--- config.mk ---
export PLATFORM = sky130hd
export DESIGN_NAME = ttb_queue
export DESIGN_NICKNAME = d
export VERILOG_FILES = /design/src/hdl/ttb_pkg.sv /design/src/hdl/ttb_queue.sv
export SDC_FILE = /design/constraint.sdc
export NUM_CORES = 1
export LEC_CHECK = 0
export BUFFER_PORTS_ARGS = -buffer_cell sky130_fd_sc_hd__buf_2
export CAP_MARGIN = 20
export CORE_ASPECT_RATIO = 1.1
export CORE_MARGIN = 2
export CORE_UTILIZATION = 31
export CTS_BUF_LIST = sky130_fd_sc_hd__clkbuf_8
export DETAILED_ROUTE_END_ITERATION = 8
export GPL_ROUTABILITY_DRIVEN = 0
export SYNTH_ARGS = -nofsm -noshare
export SYNTH_HDL_FRONTEND = slang
export SYNTH_SLANG_ARGS = --single-unit
--- constraint.sdc ---
create_clock -name clk -period 37.7 [get_ports clk]
set_input_delay 5.655 -clock clk [delete_from_list [all_inputs] [get_ports clk]]
set_output_delay 5.655 -clock clk [all_outputs]
set_load 0.005 [all_outputs]
--- src/hdl/ttb_pkg.sv ---
// Shared types and constants for the triangle tangent and bitangent block.
// Used by every module in this folder; depends on nothing else.
`timescale 1ns / 1ps
`default_nettype none

package ttb_pkg;

    localparam int DATA_WIDTH = 32;
    localparam int FRAC_BITS  = 16;
    // Edge delta width, exact product width, accumulator width.
    localparam int DW1 = DATA_WIDTH + 1;
    localparam int PW  = 2 * DW1;
    localparam int NW  = PW + 1;
    // Dividend width after the fraction shift.
    localparam int NSW = NW + FRAC_BITS;
    localparam int CW  = $clog2(NSW);
    // Component select: 0..2 tangent, 3..5 bitangent, then the determinant.
    localparam logic [2:0] SEL_LAST = 3'd5;
    localparam logic [2:0] SEL_DET  = 3'd6;
    localparam logic [2:0] SEL_BIT0 = 3'd3;

    typedef struct packed {
        logic signed [DATA_WIDTH-1:0] pos_x;
        logic signed [DATA_WIDTH-1:0] pos_y;
        logic signed [DATA_WIDTH-1:0] pos_z;
        logic signed [DATA_WIDTH-1:0] tex_u;
        logic signed [DATA_WIDTH-1:0] tex_v;
    } vertex_t;

    typedef struct packed {
        logic signed [DATA_WIDTH-1:0] tangent_x;
        logic signed [DATA_WIDTH-1:0] tangent_y;
        logic signed [DATA_WIDTH-1:0] tangent_z;
        logic signed [DATA_WIDTH-1:0] bitangent_x;
        logic signed [DATA_WIDTH-1:0] bitangent_y;
        logic signed [DATA_WIDTH-1:0] bitangent_z;
        logic                         degenerate;
        logic                         saturated;
    } result_t;

    // Edge deltas of one triangle, index 0..2 is x, y, z.
    typedef struct packed {
        logic [2:0][DW1-1:0] dp1;
        logic [2:0][DW1-1:0] dp2;
        logic [DW1-1:0]      du1;
        logic [DW1-1:0]      dv1;
        logic [DW1-1:0]      du2;
        logic [DW1-1:0]      dv2;
    } job_t;

    typedef struct packed {
        logic push;
        logic full;
    } queue_ctl_t;

    typedef enum logic [1:0] {
        PH_FIRST  = 2'd0,
        PH_SECOND = 2'd1,
        PH_THIRD  = 2'd2
    } phase_t;

    typedef enum logic [3:0] {
        S_IDLE,
        S_MUL1,
        S_MUL2,
        S_SUB,
        S_ABS,
        S_DIV,
        S_ROUND,
        S_SAT,
        S_DONE
    } back_state_t;

endpackage

`default_nettype wire

--- src/hdl/ttb_queue.sv ---
// Two-entry queue of triangle jobs between the front and back ends.
// Depends on ttb_pkg.
`timescale 1ns / 1ps
`default_nettype none

module ttb_queue
    import ttb_pkg::*;
(
    input  wire logic       clk,
    input  wire logic       rst_n,
    input  wire queue_ctl_t q_ctl,
    input  wire job_t       push_data,
    output logic            full,
    output logic            pop_valid,
    input  wire logic       pop,
    output job_t            pop_data
);

    job_t       mem_reg [2];
    logic       wr_ptr_reg, wr_ptr_next;
    logic       rd_ptr_reg, rd_ptr_next;
    logic [1:0] count_reg, count_next;
    logic       do_push, do_pop;

    assign full      = (count_reg == 2'd2);
    assign pop_valid = (count_reg != 2'd0);
    assign pop_data  = mem_reg[rd_ptr_reg];
    assign do_push   = q_ctl.push && !q_ctl.full;
    assign do_pop    = pop && pop_valid;

    always_comb
    begin
        wr_ptr_next = wr_ptr_reg ^ do_push;
        rd_ptr_next = rd_ptr_reg ^ do_pop;
        count_next  = count_reg + {1'b0, do_push} - {1'b0, do_pop};
    end

    always_ff @(posedge clk or negedge rst_n)
    begin
        if (!rst_n)
        begin
            wr_ptr_reg <= 1'b0;
            rd_ptr_reg <= 1'b0;
            count_reg  <= 2'd0;
        end
        else
        begin
            wr_ptr_reg <= wr_ptr_next;
            rd_ptr_reg <= rd_ptr_next;
            count_reg  <= count_next;
        end
    end

    always_ff @(posedge clk)
    begin
        if (do_push)
        begin
            mem_reg[wr_ptr_reg] <= push_data;
        end
    end

endmodule

`default_nettype wire

==> key figures <==
Run status
  – Status: finished, final reports clean

Global route
  – First-pass GRT wire length: 83.4 mm
  – Vias in the first global route: 13,700
  – Total track usage: 13.4%
  – Grt total ovfl: 0
  – Largest net degree at the start of global routing: 153
  – Initial antenna violation count: 26

Clock tree
  – CTS buffer count: 107
  – Clk slew on worst S/H paths: 60 ps
  – CTS Buffer Depth: 3
  – Worst skew pair latency: 700 ps
  – CTS tree: done
  – Root Buffer: clkbuf_8
  – H-Tree Depth: 3
  – Post-CTS Setup Repair Bufs: 0
  – Post-CTS sizing: 0
  – CTS Hold Bufs: 0
  – Clk sinks: 664

Floorplanning
  – Die area: 0.0838 mm^2
  – Initial Util: 31.4%
  – Number of placement rows: 109
  – Placeable Area: 0.0805 mm^2
  – Die Span Y: 303 um
  – # IOs: 667
  – Die W: 276 um

STA
  – Final Hold Vio Count: 0
  – Tcrit/Tclk final: 26.2%
  – Final setup TNS: 0 ps
  – Final critical-path required period: 9870 ps
  – RSZ-0062 raised after global routing: no
  – Worst Skew: 27.8 ps
  – Worst Tran Pin Value: 1230 ps
  – Final setup viols: 0
  – Fin. max-slew vios: 0
  – Max frequency: 101 MHz
  – Worst slew margin: 17.7%

Cells and area
  – Commonest non-fill, non-tap cell in the layout: buf_2
  – Layout cell share with drive strength beyond 1: 60.5%
  – Commonest non-fill, non-tap cells in the layout: 666 x buf_2, 660 x edfxtp_1, 290 x mux2_4, 107 x clkbuf_8, 42 x inv_1
  – Largest register FFs: 660
  – Fin nets: 2,137
  – Design Area, Final: 0.0317 mm^2
  – Synth-to-Final Area Change: 25.5%

Worst setup path
  – Worst endpoint required time: 32,040 ps
  – R2r worst-path depth: 4
  – FF-to-FF Start: wr_ptr_reg$_DFF_PN0_
  – Setup CP Type: reg -> out
  – Crit start category: register
  – Worst-path fanout max: 61
  – Reg-to-reg slack, setup: 34,440 ps
  – Setup crit end kind: primary output
  – Critical path data arrival time: 4210 ps
  – Reg2reg end: mem_reg[1][173]$_DFFE_PP_

Yosys
  – Sequential area share after synthesis: 78.9%
  – Avg Inst Size Synth: 24.0 um^2
  – Mapped cell area: 0.0253 mm^2
  – Syn_nets: 1,387
  – Yosys cell types: 19
  – Syn Inst Count: 1,050
  – Yosys warnings: 0
  – Number of synthesized register bits: 664

Min path
  – Hold Crit Endpoint: count_reg[0]$_DFF_PN0_
  – Worst Hold Depth: 1
  – Hold path start: count_reg[0]$_DFF_PN0_
  – Hold Path Class: reg -> reg

Route
  – Via density per instance: 4.28
  – Post-route ant nets: 0
  – DR iter-0 viols: 592
  – Drt first pass iters: 4
  – # DRC: 0
  – Via count: 12,700
  – Total Wirelength: 59.4 mm
  – Wire per inst: 20.1 um

Pwr
  – Power density cells: 66.5 mW/mm^2
  – P_leak: 0.0126 uW
  – VDD IR-drop max: 0.0000508 V

Place
  – PortBufs: 666
  – Placed Area: 0.0296 mm^2
  – HPWL Detailed: 41.7 mm

Run
  – Max Cap Viol: 0
power by group:
| group | total, uW | switching (uW) | leakage, uW | internal (uW) |
|---|---|---|---|---|
| Sequential | 940 | 35.2 | 0.00611 | 905 |
| Combinational | 584 | 264 | 0.00529 | 321 |
| Clock | 582 | 276 | 0.00115 | 306 |
critical path, stage by stage (launching register included):
cell     delay [ps]
dfrtp_4        1030
buf_4           950
buf_4           950
mux2_4          360
buf_2           130
cell type report:
type,count,area [um^2]
Sequential cell,664,19900
Fill cell,7471,48800
Tap cell,1054,1320
Inverter,4,17.5
Multi-Input combinational cell,345,4940
Antenna cell,18,45.0
Timing Repair Buffer,678,3450
Clock buffer,107,1470
Clock inverter,85,536
synth_stat cells:
master | instances | area, um^2
ha_1 | 2 | 25.0
a211o_2 | 1 | 10.0
dfrtp_1 | 4 | 100
buf_2 | 4 | 20.0
nor2_1 | 2 | 7.51
edfxtp_1 | 660 | 19800
inv_1 | 3 | 11.3
or2_2 | 1 | 6.26
inv_4 | 1 | 6.26
mux2_2 | 40 | 450
buf_6 | 32 | 360
xnor2_1 | 2 | 17.5
o211ai_1 | 1 | 7.51
mux2_4 | 290 | 4350
nand4_1 | 2 | 12.5
nand2_1 | 2 | 7.51
or4_1 | 1 | 7.51
nand2b_4 | 1 | 13.8
buf_8 | 1 | 15.0
layer usage:
metal	part of all wire [%]	track usage [%]
met1	35	13.6
met2	53	24.2
met3	7.4	4.81
met4	4.0	7.00
met5	0.14	0
kinds of logic after synthesis:
family | count (synthesis) | synth area share (%)
compound gates | 2 | 0.0694
fa+ha+maj | 2 | 0.0991
flops | 664 | 78.9
mux | 330 | 19.0
buf+inv | 41 | 1.64
xor+xnor | 2 | 0.0694
simple gates | 9 | 0.218
per-stage QoR:
stage	instances	power, uW	worst slack [ps]	hold WS, ps	utilization (%)
after floorplan	1050	1380	17200	515	-
after global placement	2745	1540	28540	531	36.8
final	2955	2110	27830	586	39.4
after CTS	2937	2140	27630	588	39.3
after global routing	2954	2210	27510	609	39.4
after detailed placement	2745	1550	28460	571	36.8
worst max path at each step:
stage	from	end	slack [ps]
floorplan	q_ctl[0]	mem_reg[1][0]$_DFFE_PP_	17200
detailed placement	rd_ptr_reg$_DFF_PN0_	pop_data[4]	28460
CTS	rd_ptr_reg$_DFF_PN0_	pop_data[4]	27630
finish	rd_ptr_reg$_DFF_PN0_	pop_data[101]	27830
global route	rd_ptr_reg$_DFF_PN0_	pop_data[4]	27510
global placement	rd_ptr_reg$_DFF_PN0_	pop_data[4]	28540
No activity file was read; power rests on OpenSTA's default activity.
