$ cat src/hdl/ttb_pkg.sv
// Shared types and constants for the triangle tangent and bitangent block.
// Used by every module in this folder; depends on nothing else.
`timescale 1ns / 1ps
`default_nettype none

package ttb_pkg;

    localparam int DATA_WIDTH = 32;
    localparam int FRAC_BITS  = 16;
    // Edge delta width, exact product width, accumulator width.
    localparam int DW1 = DATA_WIDTH + 1;
    localparam int PW  = 2 * DW1;
    localparam int NW  = PW + 1;
    // Dividend width after the fraction shift.
    localparam int NSW = NW + FRAC_BITS;
    localparam int CW  = $clog2(NSW);
    // Component select: 0..2 tangent, 3..5 bitangent, then the determinant.
    localparam logic [2:0] SEL_LAST = 3'd5;
    localparam logic [2:0] SEL_DET  = 3'd6;
    localparam logic [2:0] SEL_BIT0 = 3'd3;

    typedef struct packed {
        logic signed [DATA_WIDTH-1:0] pos_x;
        logic signed [DATA_WIDTH-1:0] pos_y;
        logic signed [DATA_WIDTH-1:0] pos_z;
        logic signed [DATA_WIDTH-1:0] tex_u;
        logic signed [DATA_WIDTH-1:0] tex_v;
    } vertex_t;

    typedef struct packed {
        logic signed [DATA_WIDTH-1:0] tangent_x;
        logic signed [DATA_WIDTH-1:0] tangent_y;
        logic signed [DATA_WIDTH-1:0] tangent_z;
        logic signed [DATA_WIDTH-1:0] bitangent_x;
        logic signed [DATA_WIDTH-1:0] bitangent_y;
        logic signed [DATA_WIDTH-1:0] bitangent_z;
        logic                         degenerate;
        logic                         saturated;
    } result_t;

    // Edge deltas of one triangle, index 0..2 is x, y, z.
    typedef struct packed {
        logic [2:0][DW1-1:0] dp1;
        logic [2:0][DW1-1:0] dp2;
        logic [DW1-1:0]      du1;
        logic [DW1-1:0]      dv1;
        logic [DW1-1:0]      du2;
        logic [DW1-1:0]      dv2;
    } job_t;

    typedef struct packed {
        logic push;
        logic full;
    } queue_ctl_t;

    typedef enum logic [1:0] {
        PH_FIRST  = 2'd0,
        PH_SECOND = 2'd1,
        PH_THIRD  = 2'd2
    } phase_t;

    typedef enum logic [3:0] {
        S_IDLE,
        S_MUL1,
        S_MUL2,
        S_SUB,
        S_ABS,
        S_DIV,
        S_ROUND,
        S_SAT,
        S_DONE
    } back_state_t;

endpackage

`default_nettype wire

$ cat src/hdl/ttb_back.sv
// Back end: one shared multiplier forms the determinant and the six
// numerators, a bit-serial divider forms each quotient, then it rounds,
// saturates and registers the result. Depends on ttb_pkg.
`timescale 1ns / 1ps
`default_nettype none

module ttb_back
    import ttb_pkg::*;
(
    input  wire logic   clk,
    input  wire logic   rst_n,
    input  wire logic   job_valid,
    input  wire job_t   job,
    output logic        job_pop,
    output logic        result_valid,
    input  wire logic   result_stall,
    output result_t     result
);

    localparam logic [NSW-1:0] HALF = NSW'(1) << (DATA_WIDTH - 1);

    back_state_t            state_reg, state_next;
    logic                   out_valid_reg, out_valid_next;
    result_t                out_reg, out_next;
    job_t                   job_reg, job_next;
    logic [2:0]             sel_reg, sel_next;
    logic signed [PW-1:0]   prod_reg, prod_next;
    logic signed [NW-1:0]   acc_reg, acc_next;
    logic                   dneg_reg, dneg_next;
    logic [NW-1:0]          dmag_reg, dmag_next;
    logic                   nneg_reg, nneg_next;
    logic [NSW-1:0]         num_reg, num_next;
    logic [NW-1:0]          rr_reg, rr_next;
    logic [NSW-1:0]         q_reg, q_next;
    logic [CW-1:0]          cnt_reg, cnt_next;
    logic [DATA_WIDTH-1:0]  res_reg [6];
    logic [DATA_WIDTH-1:0]  res_val;
    logic                   res_we;
    logic                   sat_reg, sat_next;
    logic                   degen_reg, degen_next;

    logic signed [DW1-1:0]  mul_a, mul_b;
    logic [1:0]             comp;
    logic [NW-1:0]          acc_mag;
    logic [NW:0]            trial;
    logic                   trial_ge;
    logic [NW:0]            trial_sub;
    logic                   round_up;
    logic [NSW-1:0]         q_neg;

    assign result_valid = out_valid_reg;
    assign result       = out_reg;

    // Operand selection for the shared multiplier.
    always_comb
    begin
        comp = (sel_reg >= SEL_BIT0) ? 2'(sel_reg - SEL_BIT0) : sel_reg[1:0];
        if (sel_reg == SEL_DET)
        begin
            mul_a = (state_reg == S_MUL1) ? job_reg.du1 : job_reg.dv1;
            mul_b = (state_reg == S_MUL1) ? job_reg.dv2 : job_reg.du2;
        end
        else if (sel_reg >= SEL_BIT0)
        begin
            mul_a = (state_reg == S_MUL1) ? job_reg.dp2[comp] : job_reg.dp1[comp];
            mul_b = (state_reg == S_MUL1) ? job_reg.du1 : job_reg.du2;
        end
        else
        begin
            mul_a = (state_reg == S_MUL1) ? job_reg.dp1[comp] : job_reg.dp2[comp];
            mul_b = (state_reg == S_MUL1) ? job_reg.dv2 : job_reg.dv1;
        end
        prod_next = mul_a * mul_b;
    end

    always_comb
    begin
        acc_mag   = acc_reg[NW-1] ? (NW'(0) - acc_reg) : acc_reg;
        trial     = {rr_reg, num_reg[NSW-1]};
        trial_ge  = trial >= {1'b0, dmag_reg};
        trial_sub = trial - {1'b0, dmag_reg};
        round_up  = {rr_reg, 1'b0} >= {1'b0, dmag_reg};
        q_neg     = NSW'(0) - q_reg;
    end

    always_comb
    begin
        state_next     = state_reg;
        out_valid_next = out_valid_reg;
        out_next       = out_reg;
        job_next       = job_reg;
        sel_next       = sel_reg;
        acc_next       = acc_reg;
        dneg_next      = dneg_reg;
        dmag_next      = dmag_reg;
        nneg_next      = nneg_reg;
        num_next       = num_reg;
        rr_next        = rr_reg;
        q_next         = q_reg;
        cnt_next       = cnt_reg;
        sat_next       = sat_reg;
        degen_next     = degen_reg;
        res_val        = '0;
        res_we         = 1'b0;
        job_pop        = 1'b0;

        if (out_valid_reg && !result_stall)
        begin
            out_valid_next = 1'b0;
        end

        case (state_reg)
            S_IDLE:
            begin
                if (job_valid)
                begin
                    job_pop    = 1'b1;
                    job_next   = job;
                    sel_next   = SEL_DET;
                    sat_next   = 1'b0;
                    degen_next = 1'b0;
                    state_next = S_MUL1;
                end
            end
            S_MUL1:
            begin
                state_next = S_MUL2;
            end
            S_MUL2:
            begin
                acc_next   = {prod_reg[PW-1], prod_reg};
                state_next = S_SUB;
            end
            S_SUB:
            begin
                acc_next   = acc_reg - {prod_reg[PW-1], prod_reg};
                state_next = S_ABS;
            end
            S_ABS:
            begin
                if (sel_reg == SEL_DET)
                begin
                    if (acc_reg == '0)
                    begin
                        degen_next = 1'b1;
                        state_next = S_DONE;
                    end
                    else
                    begin
                        dneg_next  = acc_reg[NW-1];
                        dmag_next  = acc_mag;
                        sel_next   = '0;
                        state_next = S_MUL1;
                    end
                end
                else
                begin
                    nneg_next  = acc_reg[NW-1];
                    num_next   = {acc_mag, {FRAC_BITS{1'b0}}};
                    rr_next    = '0;
                    q_next     = '0;
                    cnt_next   = CW'(NSW - 1);
                    state_next = S_DIV;
                end
            end
            S_DIV:
            begin
                rr_next  = trial_ge ? trial_sub[NW-1:0] : trial[NW-1:0];
                q_next   = {q_reg[NSW-2:0], trial_ge};
                num_next = {num_reg[NSW-2:0], 1'b0};
                if (cnt_reg == '0)
                begin
                    state_next = S_ROUND;
                end
                else
                begin
                    cnt_next = cnt_reg - CW'(1);
                end
            end
            S_ROUND:
            begin
                q_next     = q_reg + {{(NSW-1){1'b0}}, round_up};
                state_next = S_SAT;
            end
            S_SAT:
            begin
                res_we = 1'b1;
                if (nneg_reg != dneg_reg)
                begin
                    if (q_reg > HALF)
                    begin
                        sat_next = 1'b1;
                        res_val  = HALF[DATA_WIDTH-1:0];
                    end
                    else
                    begin
                        res_val = q_neg[DATA_WIDTH-1:0];
                    end
                end
                else
                begin
                    if (q_reg > HALF - NSW'(1))
                    begin
                        sat_next = 1'b1;
                        res_val  = DATA_WIDTH'(HALF - NSW'(1));
                    end
                    else
                    begin
                        res_val = q_reg[DATA_WIDTH-1:0];
                    end
                end
                if (sel_reg == SEL_LAST)
                begin
                    state_next = S_DONE;
                end
                else
                begin
                    sel_next   = sel_reg + 3'd1;
                    state_next = S_MUL1;
                end
            end
            S_DONE:
            begin
                if (!out_valid_reg || !result_stall)
                begin
                    out_valid_next = 1'b1;
                    if (degen_reg)
                    begin
                        out_next            = '0;
                        out_next.degenerate = 1'b1;
                    end
                    else
                    begin
                        out_next.tangent_x   = res_reg[0];
                        out_next.tangent_y   = res_reg[1];
                        out_next.tangent_z   = res_reg[2];
                        out_next.bitangent_x = res_reg[3];
                        out_next.bitangent_y = res_reg[4];
                        out_next.bitangent_z = res_reg[5];
                        out_next.degenerate  = 1'b0;
                        out_next.saturated   = sat_reg;
                    end
                    state_next = S_IDLE;
                end
            end
            default:
            begin
                state_next = S_IDLE;
            end
        endcase
    end

    always_ff @(posedge clk or negedge rst_n)
    begin
        if (!rst_n)
        begin
            state_reg     <= S_IDLE;
            out_valid_reg <= 1'b0;
        end
        else
        begin
            state_reg     <= state_next;
            out_valid_reg <= out_valid_next;
        end
    end

    always_ff @(posedge clk)
    begin
        out_reg   <= out_next;
        job_reg   <= job_next;
        sel_reg   <= sel_next;
        prod_reg  <= prod_next;
        acc_reg   <= acc_next;
        dneg_reg  <= dneg_next;
        dmag_reg  <= dmag_next;
        nneg_reg  <= nneg_next;
        num_reg   <= num_next;
        rr_reg    <= rr_next;
        q_reg     <= q_next;
        cnt_reg   <= cnt_next;
        sat_reg   <= sat_next;
        degen_reg <= degen_next;
        if (res_we)
        begin
            res_reg[comp + (sel_reg >= SEL_BIT0 ? 3'd3 : 3'd0)] <= res_val;
        end
    end

    // A degenerate triangle reports zero vectors and never a clip.
    a_degen_zero: assert property (@(posedge clk) disable iff (!rst_n)
        out_valid_reg && out_reg.degenerate |->
            !out_reg.saturated && out_reg.tangent_x == '0 && out_reg.bitangent_z == '0)
        else $error("degenerate result carries nonzero data");

    // The divider only runs against a nonzero divisor.
    a_div_nonzero: assert property (@(posedge clk) disable iff (!rst_n)
        state_reg == S_DIV |-> dmag_reg != '0)
        else $error("division started with zero divisor");

    // Rounding follows the last divide step.
    a_round_after_div: assert property (@(posedge clk) disable iff (!rst_n)
        state_reg == S_ROUND |-> $past(state_reg) == S_DIV && $past(cnt_reg) == '0)
        else $error("rounding entered early");

endmodule

`default_nettype wire

$ cat config.mk
export PLATFORM = sky130hd
export DESIGN_NAME = ttb_back
export DESIGN_NICKNAME = d
export VERILOG_FILES = /design/src/hdl/ttb_pkg.sv /design/src/hdl/ttb_back.sv
export SDC_FILE = /design/constraint.sdc
export NUM_CORES = 2
export LEC_CHECK = 0
export ABC_CLOCK_PERIOD_IN_PS = 13500
export BUFFER_PORTS_ARGS = -buffer_cell sky130_fd_sc_hd__buf_2
export CORE_UTILIZATION = 48
export DETAILED_ROUTE_END_ITERATION = 7
export PLACE_DENSITY = 0.65
export SYNTH_ARGS = -nofsm -noshare
export SYNTH_HDL_FRONTEND = slang
export SYNTH_SLANG_ARGS = --single-unit
$ cat constraint.sdc
create_clock -name clk -period 13.5 [get_ports clk]
set_input_delay 2.025 -clock clk [delete_from_list [all_inputs] [get_ports clk]]
set_output_delay 2.025 -clock clk [all_outputs]
set_load 0.02 [all_outputs]
==> flow_summary.yaml <==
clock_tree:
  clk_pin_slew_ns: 0.06
  htree_levels: 3
  clk_latency_ns: 0.83
  cts_hold_buf: 0
  clock-sinks: 1152
  cts_resized: 0
  cts_setup_buffers: 0
  cts_buffer_depth: 3
  clockRootBuffer: "clkbuf_16"
  cts_tree: "done"
  cts_inserted_buffers: 117
layout:
  layout_common_cells: "inv_1 (1360), fa_1 (1147), edfxtp_1 (1081)"
  syn2layout_area_growth_pct: 10.4
  final_common_cell: "inv_1"
  fin_util_pct: 53.5
  drive_gt1_share_pct: 11.2
  largest_register_ffs: 330
  multi_input_area_um2: 52200
  regArea_um2: 33900
  nNetsFinal: 11000
  fillCellCount: 16500
run:
  maxCapViolations: 1
timing:
  hold_ws_ns: 0.465
  worst_pin_slew_ns: 1.59
  finClkSkew_ns: 0.124
  fmax_ghz: 0.0827
  fin_crit_sh_pct: 89.5
  fin_setup_tns_ns: 0
  hold_violations: 0
  slew_violations: 7
  rsz0062_at_grt: "false"
  period_minus_slack_ns: 12.09
  setup_violations: 0
  slew_headroom_pct: -6.11
  fin_ws_ns: 1.41
route:
  vias_per_cell: 5.61
  vias: 66000
  drc: 0
  routedWlPerCell_um: 22.3
  routed_wl_mm: 263
  ant_nets: 0
  drt_iter0_markers: 5957
  drtPass1Iterations: 8
die:
  dieWidth_um: 441
  num_io_pins: 530
  fp.dieH_um: 441
  rows: 160
  coreArea_um2: 191000
  dieArea_um2: 194000
  start_util_pct: 48.4
yosys:
  async_flop_share_pct: 0.434
  synth-edff-count: 1081
  ys_seq_area_share_pct: 36.7
  syn_area_per_cell_um2: 10.5
  yosysWarnings: 0
  yosys.cell_types.count: 84
  synth_seq_cells: 1152
  syn-num-nets: 10600
  syn-instance-count: 8800
  syn_area_um2: 92400
  synthFlopType: "edfxtp_1"
critical_path:
  critPathArrivalTime_ns: 12.72
  critPathRequiredTime_ns: 14.13
  critical-path-max-stage-delay_ns: 1.17
  critPathKind: "flop to flop"
  critPathLaunchType: "flop"
  cp_slowest_cell: "a221oi_1"
  endpoint_kind: "flop"
  cp_max_fo: 56
  cpMostUsedCell: "fa_1"
placed_design:
  port_buffers: 529
  pre_cts_slack_ns: 1.56
  routabilityCongestion: 0.957
  dp_hpwl_mm: 200
global_route:
  grt_pass1_vias: 67900
  grt_remaining_overflow: 0
  track_usage_pct: 27.2
  grt_max_degree: 175
  grt_pass1_wl_mm: 405
  antenna_found_initial: 18
outcome:
  violations: "capacitance limit, slew limit"
  status: "finished with violations"
worst_hold_path:
  hp-class: "flop to flop"
-- critical path: cells and delay by family, from the launching register on --
family | cells | cell delay (ns)
buffers and inverters | 7 | 0.99
XOR/XNOR | 2 | 0.37
flip-flops | 1 | 0.51
AO/OA/AOI/OAI | 11 | 3.69
adder cells (fa/ha/maj) | 11 | 5.45
AND/OR/NAND/NOR | 2 | 0.33
multiplexers | 1 | 0.56
-- metrics by stage --
| stage | cell area, µm² | cells |
|---|---|---|
| detailed placement | 98000 | 11500 |
| global route | 102000 | 11800 |
| global placement | 98000 | 11500 |
| floorplan | 92400 | 8800 |
| finish | 102000 | 11800 |
| CTS | 102000 | 11700 |
-- per-layer routing --
metal / share of wire (%) / vias up / GRT usage, %
met2: 46 / 2944 / 43.2
met3: 8.5 / 636 / 5.33
met5: 0.025 / - / 0
met4: 4.6 / 10 / 11.2
li1: - / 29400 / -
met1: 41 / 33000 / 36.7
-- logic make-up (layout without fill, tap and decap cells) --
family | Yosys count | count (layout) | synth area share [%]
compound gates | 1138 | 1138 | 7.95
xor+xnor | 336 | 336 | 3.18
fa+ha+maj | 1510 | 1510 | 29.8
buf+inv | 1799 | 2228 | 7.34
flops | 1152 | 1152 | 36.7
mux | 131 | 131 | 1.92
other cells | 0 | 14 | 0
simple gates | 2734 | 2734 | 13.2
-- cells in the mapped netlist (all sizes together) (77+ instances only) --
master	instances	area, µm²
a21o	137	1030
a21oi	259	1300
clkbuf	373	1400
edfxtp	1081	32500
fa	1147	23000
ha	363	4540
inv	1361	5110
nand2	956	3590
nand2b	77	482
nand3	168	846
nor2	957	3590
nor2b	228	1430
o21ai	289	1450
xnor2	229	2010
xor2	107	937
-- worst paths after layout --
check / start / end / cells past startpoint / slack (ns)
max: sel_reg[1]$_DFFE_PP_ / prod_reg[65]$_DFF_P_ / 34 / 1.41
min: prod_reg[21]$_DFF_P_ / acc_reg[21]$_DFFE_PP_ / 2 / 0.47
max reg2reg: sel_reg[1]$_DFFE_PP_ / prod_reg[65]$_DFF_P_ / 34 / 1.41
min reg2reg: prod_reg[21]$_DFF_P_ / acc_reg[21]$_DFFE_PP_ / 2 / 0.47
max in group asynchronous: rst_n / state_reg[3]$_DFFE_PN0P_ / 1 / 12.21
min in group asynchronous: rst_n / result_valid$_DFF_PN0_ / 1 / 1.07
-- cell type report --
| type | instances | share of cell area, % |
|---|---|---|
| antenna | 14 | 0.0343 |
| clock buffer | 143 | 2.99 |
| clock inverter | 77 | 0.976 |
| inverter | 1362 | 5.01 |
| multi-input combinational | 5849 | 51.2 |
| sequential | 1152 | 33.2 |
| tap | 2511 | 3.08 |
| timing repair buffer | 646 | 3.52 |
Power is not shown: default switching activity piles up to over one toggle a cycle in this logic, so the estimate is an artifact.
